===== src/hdl/swrl_pkg.sv =====
// Shared word types for the sliding-window rate limiter.
`default_nettype none

package swrl_pkg;

    localparam int unsigned TIME_W  = 48;
    localparam int unsigned DELAY_W = 16;
    localparam int unsigned LIMIT_W = 7;

    localparam logic [DELAY_W-1:0] DELAY_MAX = '1;

    localparam logic CMD_QUERY  = 1'b0;
    localparam logic CMD_RECORD = 1'b1;

    typedef struct packed {
        logic              cmd;
        logic [TIME_W-1:0] now_ms;
    } in_word_t;

    typedef struct packed {
        logic [DELAY_W-1:0] delay_ms;
        logic [LIMIT_W-1:0] entries_in_window;
        logic               store_overflow;
    } out_word_t;

endpackage

`default_nettype wire


===== src/hdl/swrl_ts_mem.sv =====
// Timestamp ring memory: one write port, one registered read port.
`default_nettype none

module swrl_ts_mem #(
    parameter int unsigned DEPTH = 64,
    parameter int unsigned AW    = 6,
    parameter int unsigned DW    = 48
) (
    input  wire logic          aclk,
    input  wire logic          wr_en,
    input  wire logic [AW-1:0] wr_addr,
    input  wire logic [DW-1:0] wr_data,
    input  wire logic [AW-1:0] rd_addr,
    output logic      [DW-1:0] rd_data
);

    logic [DW-1:0] mem [DEPTH];

    always_ff @(posedge aclk) begin
        if (wr_en) begin
            mem[wr_addr] <= wr_data;
        end
    end

    always_ff @(posedge aclk) begin
        rd_data <= mem[rd_addr];
    end

endmodule

`default_nettype wire


===== src/hdl/swrl_engine.sv =====
// Sequencer: prunes, evaluates and records against the timestamp ring.
`default_nettype none

module swrl_engine #(
    parameter int unsigned MAX_ENTRIES = 64,
    parameter int unsigned WINDOW_MS   = 60000,
    parameter int unsigned PTR_W       = 6,
    parameter int unsigned CNT_W       = 7
) (
    input  wire logic                          aclk,
    input  wire logic                          aresetn,
    input  wire logic [swrl_pkg::LIMIT_W-1:0]  limit,
    input  wire logic                          s_valid,
    output logic                               s_ready,
    input  wire swrl_pkg::in_word_t            s_data,
    output logic                               m_valid,
    input  wire logic                          m_ready,
    output swrl_pkg::out_word_t                m_data,
    output logic                               mem_we,
    output logic [PTR_W-1:0]                   mem_waddr,
    output logic [swrl_pkg::TIME_W-1:0]        mem_wdata,
    output logic [PTR_W-1:0]                   mem_raddr,
    input  wire logic [swrl_pkg::TIME_W-1:0]   mem_rdata
);

    import swrl_pkg::*;

    localparam logic [1:0] ST_IDLE = 2'd0;
    localparam logic [1:0] ST_REC  = 2'd1;
    localparam logic [1:0] ST_CHK  = 2'd2;
    localparam logic [1:0] ST_FIN  = 2'd3;

    localparam int unsigned SUM_W  = CNT_W + 1;
    localparam int unsigned CMP_W  = (CNT_W > LIMIT_W) ? CNT_W : LIMIT_W;
    localparam int unsigned DIFF_W = TIME_W + 2;

    localparam logic [TIME_W-1:0] WIN_T    = TIME_W'(WINDOW_MS);
    localparam logic [PTR_W-1:0]  PTR_LAST = PTR_W'(MAX_ENTRIES - 1);
    localparam logic [CNT_W-1:0]  CNT_FULL = CNT_W'(MAX_ENTRIES);
    localparam logic [SUM_W-1:0]  SUM_MAX  = SUM_W'(MAX_ENTRIES);

    logic [1:0]         state_reg,  state_next;
    logic [TIME_W-1:0]  now_reg,    now_next;
    logic [TIME_W-1:0]  cutoff_reg, cutoff_next;
    logic               early_reg,  early_next;
    logic [PTR_W-1:0]   oldest_reg, oldest_next;
    logic [CNT_W-1:0]   count_reg,  count_next;
    logic [DIFF_W-1:0]  diff_reg,   diff_next;
    logic               m_valid_reg, m_valid_next;
    out_word_t          m_data_reg,  m_data_next;

    logic               out_free;
    logic               out_load;
    logic               prune_hit;
    logic               at_limit;
    logic               full;
    logic [PTR_W-1:0]   oldest_inc;
    logic [SUM_W-1:0]   tail_sum;
    logic [PTR_W-1:0]   tail_addr;
    logic [DELAY_W-1:0] delay_sat;

    assign out_free   = !m_valid_reg || m_ready;
    assign full       = (count_reg == CNT_FULL);
    assign at_limit   = (CMP_W'(count_reg) >= CMP_W'(limit));
    assign prune_hit  = (count_reg != '0) && !early_reg && (mem_rdata <= cutoff_reg);
    assign oldest_inc = (oldest_reg == PTR_LAST) ? '0 : oldest_reg + PTR_W'(1);
    assign tail_sum   = SUM_W'(oldest_reg) + SUM_W'(count_reg);
    assign tail_addr  = (tail_sum >= SUM_MAX) ? PTR_W'(tail_sum - SUM_MAX) : PTR_W'(tail_sum);

    // Positive difference saturates to 16 bits; zero or negative means no wait.
    always_comb begin
        if (diff_reg[DIFF_W-1] || diff_reg == '0) begin
            delay_sat = '0;
        end else if (diff_reg[DIFF_W-2:DELAY_W] != '0) begin
            delay_sat = DELAY_MAX;
        end else begin
            delay_sat = diff_reg[DELAY_W-1:0];
        end
    end

    always_comb begin
        state_next  = state_reg;
        now_next    = now_reg;
        cutoff_next = cutoff_reg;
        early_next  = early_reg;
        oldest_next = oldest_reg;
        count_next  = count_reg;
        diff_next   = diff_reg;
        out_load    = 1'b0;
        m_data_next = m_data_reg;
        mem_we      = 1'b0;
        mem_waddr   = tail_addr;
        mem_wdata   = now_reg;

        unique case (state_reg)
            ST_IDLE: begin
                if (s_valid) begin
                    now_next    = s_data.now_ms;
                    early_next  = (s_data.now_ms < WIN_T);
                    cutoff_next = s_data.now_ms - WIN_T;
                    state_next  = (s_data.cmd == CMD_RECORD) ? ST_REC : ST_CHK;
                end
            end
            ST_REC: begin
                if (out_free) begin
                    mem_we = 1'b1;
                    m_data_next.delay_ms = '0;
                    if (full) begin
                        mem_waddr   = oldest_reg;
                        oldest_next = oldest_inc;
                        m_data_next.store_overflow = 1'b1;
                    end else begin
                        count_next = count_reg + CNT_W'(1);
                        m_data_next.store_overflow = 1'b0;
                    end
                    m_data_next.entries_in_window = LIMIT_W'(count_next);
                    out_load   = 1'b1;
                    state_next = ST_IDLE;
                end
            end
            ST_CHK: begin
                if (prune_hit) begin
                    oldest_next = oldest_inc;
                    count_next  = count_reg - CNT_W'(1);
                end else begin
                    diff_next  = DIFF_W'(mem_rdata) + DIFF_W'(WIN_T) - DIFF_W'(now_reg);
                    state_next = ST_FIN;
                end
            end
            ST_FIN: begin
                if (out_free) begin
                    m_data_next.delay_ms          = at_limit ? delay_sat : '0;
                    m_data_next.entries_in_window = LIMIT_W'(count_reg);
                    m_data_next.store_overflow    = 1'b0;
                    out_load   = 1'b1;
                    state_next = ST_IDLE;
                end
            end
            default: begin
                state_next = ST_IDLE;
            end
        endcase

        if (out_load) begin
            m_valid_next = 1'b1;
        end else if (m_ready) begin
            m_valid_next = 1'b0;
        end else begin
            m_valid_next = m_valid_reg;
        end
    end

    // Read the entry that will be oldest next cycle.
    assign mem_raddr = oldest_next;

    assign s_ready = (state_reg == ST_IDLE);
    assign m_valid = m_valid_reg;
    assign m_data  = m_data_reg;

    always_ff @(posedge aclk) begin
        if (!aresetn) begin
            state_reg   <= ST_IDLE;
            oldest_reg  <= '0;
            count_reg   <= '0;
            m_valid_reg <= 1'b0;
        end else begin
            state_reg   <= state_next;
            oldest_reg  <= oldest_next;
            count_reg   <= count_next;
            m_valid_reg <= m_valid_next;
        end
    end

    always_ff @(posedge aclk) begin
        now_reg    <= now_next;
        cutoff_reg <= cutoff_next;
        early_reg  <= early_next;
        diff_reg   <= diff_next;
        m_data_reg <= m_data_next;
    end

    a_count_bound: assert property (@(posedge aclk) disable iff (!aresetn)
        count_reg <= CNT_FULL)
        else $error("entry count above ring depth");

    a_ptr_bound: assert property (@(posedge aclk) disable iff (!aresetn)
        oldest_reg <= PTR_LAST)
        else $error("oldest pointer outside ring");

    a_prune_step: assert property (@(posedge aclk) disable iff (!aresetn)
        (state_reg == ST_CHK && prune_hit) |=>
            (count_reg == $past(count_reg) - CNT_W'(1)) && (state_reg == ST_CHK))
        else $error("prune did not retire exactly one entry");

    a_overflow_full: assert property (@(posedge aclk) disable iff (!aresetn)
        (out_load && m_data_next.store_overflow) |-> (full && state_reg == ST_REC))
        else $error("overflow flagged without a full ring");

    a_load_free: assert property (@(posedge aclk) disable iff (!aresetn)
        out_load |-> out_free)
        else $error("result loaded over an untaken word");

endmodule

`default_nettype wire


===== src/hdl/sliding_window_rate_limiter_top.sv =====
// Top level of the sliding-window rate limiter: config register, sequencer and ring.
// A record word goes from the record state into the output register; a query word
// stays in the check state while it drops expired timestamps, then the finish state
// loads its result. One word at a time; the record and finish states wait for a free
// output register, and the prune walk reads one ring entry per cycle.
// Reset (synchronous, aresetn low): ring empty, pointers zero, limit register 1.
`default_nettype none

module sliding_window_rate_limiter_top #(
    parameter int unsigned MAX_ENTRIES = 64,
    parameter int unsigned WINDOW_MS   = 60000
) (
    input  wire logic                         aclk,
    input  wire logic                         aresetn,
    input  wire logic                         cfg_wr_en,
    input  wire logic [swrl_pkg::LIMIT_W-1:0] cfg_wr_data,
    input  wire logic                         s_valid,
    output logic                              s_ready,
    input  wire swrl_pkg::in_word_t           s_data,
    output logic                              m_valid,
    input  wire logic                         m_ready,
    output swrl_pkg::out_word_t               m_data
);

    import swrl_pkg::*;

    // Ring addressing and occupancy widths follow the ring depth.
    localparam int unsigned PTR_W = (MAX_ENTRIES > 1) ? $clog2(MAX_ENTRIES) : 1;
    localparam int unsigned CNT_W = $clog2(MAX_ENTRIES + 1);

    logic [LIMIT_W-1:0] max_per_window_reg;
    logic [LIMIT_W-1:0] limit;

    logic               mem_we;
    logic [PTR_W-1:0]   mem_waddr;
    logic [TIME_W-1:0]  mem_wdata;
    logic [PTR_W-1:0]   mem_raddr;
    logic [TIME_W-1:0]  mem_rdata;

    // Send limit per window; user writes only while the block is idle (unenforced).
    always_ff @(posedge aclk) begin
        if (!aresetn) begin
            max_per_window_reg <= LIMIT_W'(1);
        end else if (cfg_wr_en) begin
            max_per_window_reg <= cfg_wr_data;
        end
    end

    // A zero limit behaves as a limit of one.
    assign limit = (max_per_window_reg == '0) ? LIMIT_W'(1) : max_per_window_reg;

    // Sequencer: accepts a word; a query walks expired entries out of the ring and
    // computes the delay, a record appends the timestamp; the result waits in an
    // output register so the next word can be taken meanwhile.
    swrl_engine #(
        .MAX_ENTRIES (MAX_ENTRIES),
        .WINDOW_MS   (WINDOW_MS),
        .PTR_W       (PTR_W),
        .CNT_W       (CNT_W)
    ) u_engine (
        .aclk      (aclk),
        .aresetn   (aresetn),
        .limit     (limit),
        .s_valid   (s_valid),
        .s_ready   (s_ready),
        .s_data    (s_data),
        .m_valid   (m_valid),
        .m_ready   (m_ready),
        .m_data    (m_data),
        .mem_we    (mem_we),
        .mem_waddr (mem_waddr),
        .mem_wdata (mem_wdata),
        .mem_raddr (mem_raddr),
        .mem_rdata (mem_rdata)
    );

    // Timestamp ring: only entries inside the live span affect a result, so it
    // needs no clearing after reset.
    swrl_ts_mem #(
        .DEPTH (MAX_ENTRIES),
        .AW    (PTR_W),
        .DW    (TIME_W)
    ) u_ts_mem (
        .aclk    (aclk),
        .wr_en   (mem_we),
        .wr_addr (mem_waddr),
        .wr_data (mem_wdata),
        .rd_addr (mem_raddr),
        .rd_data (mem_rdata)
    );

endmodule

`default_nettype wire


===== config.mk =====
export PLATFORM = sky130hd
export DESIGN_NAME = sliding_window_rate_limiter_top
export DESIGN_NICKNAME = d
export VERILOG_FILES = /design/src/hdl/swrl_pkg.sv /design/src/hdl/swrl_ts_mem.sv /design/src/hdl/swrl_engine.sv /design/src/hdl/sliding_window_rate_limiter_top.sv
export SDC_FILE = /design/constraint.sdc
export NUM_CORES = 2
export LEC_CHECK = 0
export ABC_AREA = 1
export BUFFER_PORTS_ARGS = -buffer_cell sky130_fd_sc_hd__buf_2
export CAP_MARGIN = 20
export CELL_PAD_IN_SITES_DETAIL_PLACEMENT = 2
export CELL_PAD_IN_SITES_GLOBAL_PLACEMENT = 2
export CORE_MARGIN = 4
export CORE_UTILIZATION = 44
export CTS_CLUSTER_DIAMETER = 50
export CTS_CLUSTER_SIZE = 20
export DETAILED_ROUTE_END_ITERATION = 7
export HOLD_SLACK_MARGIN = 0.02
export PLACE_DENSITY_LB_ADDON = 0.12
export SYNTH_ARGS = -nofsm -noshare
export SYNTH_HDL_FRONTEND = slang
export SYNTH_HIERARCHICAL = 1
export SYNTH_SLANG_ARGS = --single-unit

===== constraint.sdc =====
create_clock -name aclk -period 8.8 [get_ports aclk]
set_input_delay 0.44 -clock aclk [delete_from_list [all_inputs] [get_ports aclk]]
set_output_delay 0.44 -clock aclk [all_outputs]
set_load 0.01 [all_outputs]

After elaboration in Yosys (flattened, before gate mapping)
Memories as Yosys holds them, arrays and structs flattened. A register that Yosys moved wholly into a read port is not among the register bits.
Cells that the tools add are included.
{ "op_classes": {"n_bitwise": 1, "n_reduce_logical": 20, "n_lt_le_gt_ge": 4, "n_shift": 0, "div_mod_pow": 0, "n_mux": 33, "eq_ne": 11, "n_addsub": 8, "multipliers": 0} }
{ "ops": {"columns": ["op", "count"], "rows": [
  ["zero test 50 bit", 1],
  ["subtractor 50 x 48 -> 50 bit", 1],
  ["adder 48 x 16 -> 49 bit, second input constant", 1],
  ["less-or-equal comparator 48 bit", 1],
  ["less-than comparator 48 x 16 -> 1 bit, second input constant", 1],
  ["2-to-1 mux 16 bit", 3],
  ["2-to-1 mux 24 bit", 2],
  ["2-to-1 mux 6 bit", 8],
  ["case mux 24 bit (2 select lines)", 1],
  ["subtractor 48 x 16 -> 48 bit, second input constant", 1],
  ["nonzero test 33 bit", 1],
  ["2-to-1 mux 7 bit", 4],
  ["case mux 7 bit (2 select lines)", 1],
  ["case mux 6 bit (2 select lines)", 1],
  ["AND reduction 3 bit", 3],
  ["adder 6 x 7 -> 8 bit", 1],
  ["greater-or-equal comparator 8 x 7 -> 1 bit, second input constant", 1],
  ["2-to-1 mux 1 bit", 8],
  ["2-to-1 mux 2 bit", 4],
  ["!= test 2 x 1 -> 1 bit, second input constant", 4],
  ["adder 7 x 1 -> 7 bit, second input constant", 1],
  ["== test 7 bit, second input constant", 1],
  ["greater-or-equal comparator 7 bit", 1],
  ["zero test 7 bit", 1],
  ["17 further kinds", 25]
]} }
{ "word_totals": {"mem_bits_rw": 3072, "register_bits": 194, "mem_count": 1, "romBits": 0, "elab_cells": 90, "inputBits": 61, "out_inout_bits": 26, "latch_bits": 0} }
{ "mem_list": {"columns": ["memory", "depth", "word_bits", "read_ports", "rd_clocked_by_memory_dff", "write_ports", "line_no", "text"], "rows": [
  ["u_ts_mem.mem", 64, 48, 1, 1, 1, "swrl_ts_mem.sv:17", "logic [DW-1:0] mem [DEPTH];"]
]} }

Logic depth before layout (Yosys ltp)
{ "logic_depth": {"depth_word": 6, "depth_mapped": 32, "ltp_nobuf": 28} }

Hierarchy
The synthesis kept the hierarchy.
{ "by_module_without_submodules": {"columns": ["mod", "cells_each", "area_each_um2", "n_inst", "seq_area_each_um2"], "rows": [
  ["swrl_ts_mem", 10108, 124330.5, 1, 93209.4],
  ["swrl_engine", 1574, 13377.8, 1, 5305.1],
  ["sliding_window_rate_limiter_top", 41, 277.8, 1, 140.1]
]} }

Worst setup path before layout
Ideal clock, no wire load.
{ "synth_timing": {"kind": "register to register", "startpoint": "register u_engine.oldest_reg[2]", "endpoint": "memory u_ts_mem.mem[48][0] (enable)", "stages_incl_launch_ff": 13, "setup_ns": 0.574, "path_slack_ns": 1.580, "required_time_ns": 8.226, "path_buffers": 0, "period_less_slack_ns": 7.220, "arrival_ns": 6.646, "path_cell_list": "dfxtp_1 ha_1 a21oi_1 inv_1 a31oi_1 nor2_1 nor2_1 nor2_1 o21ai_0 nand3_1 xor2_1 nand4_1 nor4_1"} }
{ "synth_between": {"elab_chain_len": 6, "word_cells_on_any_way": 7, "classes_between": "add/sub: 2; order compare: 1; mux: 4"} }
{ "synth_rtl": {"columns": ["item", "line_no", "text"], "rows": [
  ["from (decl)", "swrl_engine.sv:46", "logic [PTR_W-1:0] oldest_reg, oldest_next;"],
  ["from (signal assigned)", "swrl_engine.sv:168", "oldest_reg <= oldest_next;"],
  ["adder 6 x 7 -> 8 bit *", "swrl_engine.sv:67", "assign tail_sum = SUM_W'(oldest_reg) + SUM_W'(count_reg);"],
  ["greater-or-equal comparator 8 x 7 -> 1 bit / subtractor 6 x 1 -> 6 bit (equally long branches)", "swrl_engine.sv:68", "assign tail_addr = (tail_sum >= SUM_MAX) ? PTR_W'(tail_sum - SUM_MAX) : PTR_W'(tail_sum);"],
  ["2-to-1 mux 6 bit *", "swrl_engine.sv:68", null],
  ["2-to-1 mux 6 bit", "swrl_engine.sv:108", "if (full) begin"],
  ["2-to-1 mux 6 bit", "swrl_engine.sv:105", "if (out_free) begin"],
  ["2-to-1 mux 6 bit *", "swrl_engine.sv:95", "unique case (state_reg)"],
  ["named net mem_waddr[5]", "sliding_window_rate_limiter_top.sv:35", "logic [PTR_W-1:0] mem_waddr;"],
  ["to (decl)", "swrl_ts_mem.sv:17", null]
]} }
The timed path passes the listed nets; every way through them passes the cells marked *.

==> results.py <==
metrics = {
    "clock_tree": {
        "cts_tree": "done",
        "cts_setup_buffers": 0,
        "cts_inserted_buffers": 392,
        "clkTransAtPathRegs_ns": 0.06,
        "cts.sinks": 3309,
        "cts_buffer_depth": 4,
        "htree_levels": 5,
        "cts-root-buf": "clkbuf_16",
        "ctsResizeCount": 0,
        "clkLatencyLatePin_ns": 0.98,
    },
    "routing": {
        "via_per_inst": 6.15,
        "drtIter0Drc": 11100,
        "detail_route.wl_per_cell_um": 32.7,
        "highest-signal-layer": "met5",
        "met2_length_um": 263000,
        "drc": 0,
        "ant_nets": 0,
        "wl_um": 536000,
        "via_count": 101000,
        "dr.pass1.iters": 6,
        "wl_met3_um": 37700,
        "met1_length_um": 216000,
    },
    "yosys": {
        "ys.flop_type": "edfxtp_1",
        "yosys_warnings": 6,
        "netlist-cell-type-count": 60,
        "ys_ff_latch": 3309,
        "async_reset_ff_frac": 0,
        "synth.avg_cell_area_um2": 11.8,
        "syn-num-nets": 11900,
        "syn_inst": 11700,
        "synth-edff-count": 3238,
        "syn_area_um2": 138000,
        "ys_seq_area_frac": 0.715,
    },
    "worst_setup_path": {
        "r2r_end": "u_ts_mem/rd_data[37]",
        "cp_common_cell": "nand2_1",
        "path_max_fanout": 103,
        "crit_path_max_incr_delay_ns": 0.63,
        "cp_slowest_cell": "inv_8",
        "r2r-start": "u_engine/mem_wdata[3]",
        "critical_path_arrival_ns": 7.73,
        "reg2reg_slack_ns": 1.85,
        "cp.required_ns": 9.58,
        "critPathCaptureType": "flip-flop",
        "cp-start-kind": "flip-flop",
        "r2r_cells": 28,
        "crit_type": "flip-flop to flip-flop",
    },
    "finish": {
        "drive_gt1_frac": 0.0995,
        "fin_cells": 16400,
        "nets": 12100,
        "area_growth_pct": 14.5,
        "largest_register_ff_count": 3072,
    },
    "die": {
        "die_w_um": 568,
        "io-pin-count": 87,
        "die_h_um": 568,
        "core_area_um2": 312000,
        "num_rows": 205,
        "start_util": 0.442,
        "dieArea_um2": 323000,
    },
    "hold_path": {
        "hold_depth": 4,
        "min_to": "u_engine/state_reg[1]",
        "hp-class": "input pin to flip-flop",
        "min_from": "s_valid",
    },
    "timing": {
        "fmax_mhz": 144,
        "min_period_ns": 6.95,
        "rsz0062_at_grt": "no",
        "max_slew_margin": 0.0986,
        "finalHoldViolCount": 0,
        "setup_viol": 0,
        "fin_setup_tns_ns": 0,
        "drv_slew": 0,
        "worstMarginPinSlew_ns": 1.35,
        "fin_worst_skew_ns": 0.0732,
        "fin_crit_sh": 0.790,
    },
    "run_status": {
        "status": "complete, no violations",
    },
    "grt": {
        "grt_max_degree": 189,
        "grt_pass1_wl_um": 772000,
        "track_usage": 0.324,
        "grt_overflow": 0,
        "antenna_found_initial": 27,
        "first_global_vias": 109000,
    },
    "placed_design": {
        "dp_hpwl_um": 296000,
        "routabilityCongestion": 0.863,
        "port_buffers": 86,
        "place_inst": 15500,
    },
    "run": {
        "maxCapViolCount": 0,
    },
}
-- metrics by stage --
stage          hold slack, ns  utilization  worst slack [ns]  area [um2]
3_3_place_gp            0.455        0.458              2.08      143000
4_1_cts                0.0803        0.506              1.91      158000
6_report                0.156        0.506              1.85      158000
2_1_floorplan           0.429            -              1.58      138000
5_1_grt                 0.126        0.506              1.60      158000
3_5_place_dp            0.509        0.458              1.91      143000
-- kinds of logic (layout without fill, tap and decap cells) --
kind of cell               count (synthesis)  count (layout)  synth area share
AOI/OAI and AO/OA                        243             243            0.0102
buffers and inverters                   1000            1496            0.0366
xor gates and xnor gates                  94              94           0.00597
adders and majority gates                164             164            0.0151
and+or+nand+nor                         6913            6913             0.217
other                                      0              20                 0
DFF                                     3309            3309             0.715
-- cell usage after synthesis (2+ instances only) --
cell type  number  area share
nand2_1      3656       0.099
edfxtp_1     3238        0.70
nand3_1      2914        0.11
buf_2         369       0.013
inv_1         287      0.0078
nor2_1        236      0.0064
ha_1          159       0.014
clkbuf_1      125      0.0034
a21oi_1        95      0.0034
dfxtp_1        71       0.010
buf_6          68      0.0055
o21ai_0        68      0.0025
buf_4          65      0.0035
buf_1          59      0.0016
xor2_1         59      0.0037
nand4_1        35      0.0016
xnor2_1        35      0.0022
nor4_1         23      0.0010
o21ai_1        18     0.00065
nor3_1         16     0.00058
a31oi_1        15     0.00068
inv_2          14     0.00038
o21bai_1        8     0.00044
nor2_2          7     0.00032
o21a_1          7     0.00038
a21o_1          6     0.00033
buf_8           6     0.00065
clkinv_1        5     0.00014
fa_1            5     0.00073
o21ai_2         5     0.00032
a21boi_0        4     0.00022
a21oi_2         4     0.00025
nand2_2         4     0.00018
nand3_2         3     0.00022
nand4_2         3     0.00027
a211oi_1        2     0.00011
nand2_4         2     0.00016
nor2_4          2     0.00016
nor3_2          2     0.00015
nor4_2          2     0.00018
o211ai_2        2     0.00018
-- per-layer routing --
metal,vias up,track usage
met2,4385,0.551
met3,1094,0.0406
met4,8,0.109
li1,41900,-
met5,-,0
met1,53300,0.431
-- how the worst max path moves through the flow --
stage	from	end	slack, ns	cells past startpoint
after floorplan	u_engine/oldest_reg[2]	u_ts_mem/mem[48][0]	1.58	12
after global placement	u_engine/mem_wdata[2]	u_ts_mem/rd_data[37]	2.08	29
after detailed placement	u_engine/mem_wdata[3]	u_ts_mem/rd_data[37]	1.91	28
after CTS	u_engine/mem_wdata[2]	u_ts_mem/rd_data[37]	1.91	29
after global routing	u_engine/mem_wdata[3]	u_ts_mem/rd_data[37]	1.60	28
final	u_engine/mem_wdata[3]	u_ts_mem/rd_data[37]	1.85	28
-- cells in the final DEF (no fill, tap or decap), types with 71 or more instances in the layout --
| master | instances |
|---|---|
| nand3_1 | 2914 |
| nor2_1 | 179 |
| nand2_1 | 3652 |
| dlygate4sd3_1 | 74 |
| buf_2 | 86 |
| edfxtp_1 | 3238 |
| inv_1 | 282 |
| dfxtp_1 | 71 |
| inv_6 | 76 |
| ha_1 | 159 |
| clkbuf_16 | 395 |
| a21oi_1 | 95 |
| buf_4 | 225 |
-- final cells by class --
cell class / instances / area [um2]
inverter: 307 / 1210
multi-input combinational: 7414 / 34800
antenna: 20 / 50.0
fill: 30100 / 154000
clock inverter: 324 / 4060
clock buffer: 414 / 9990
tap: 4140 / 5180
timing repair buffer: 451 / 4130
sequential: 3309 / 98700
-- critical path: cells and delay by family (launching register included) --
kind / cells / cell delay, ns
compound gates: 1 / 0.17
fa+ha+maj: 1 / 0.47
buf+inv: 6 / 2.61
flops: 1 / 0.36
simple gates: 20 / 2.90
-- what timing repair did --
item	in CTS	in global routing
endpoints found under the hold margin	107	0
setup endpoints to repair	0	0
hold buffers	74	0
Power is left out: the tool's default activity adds up to more than one toggle a clock period on the data nets, which glitch-free logic cannot reach.
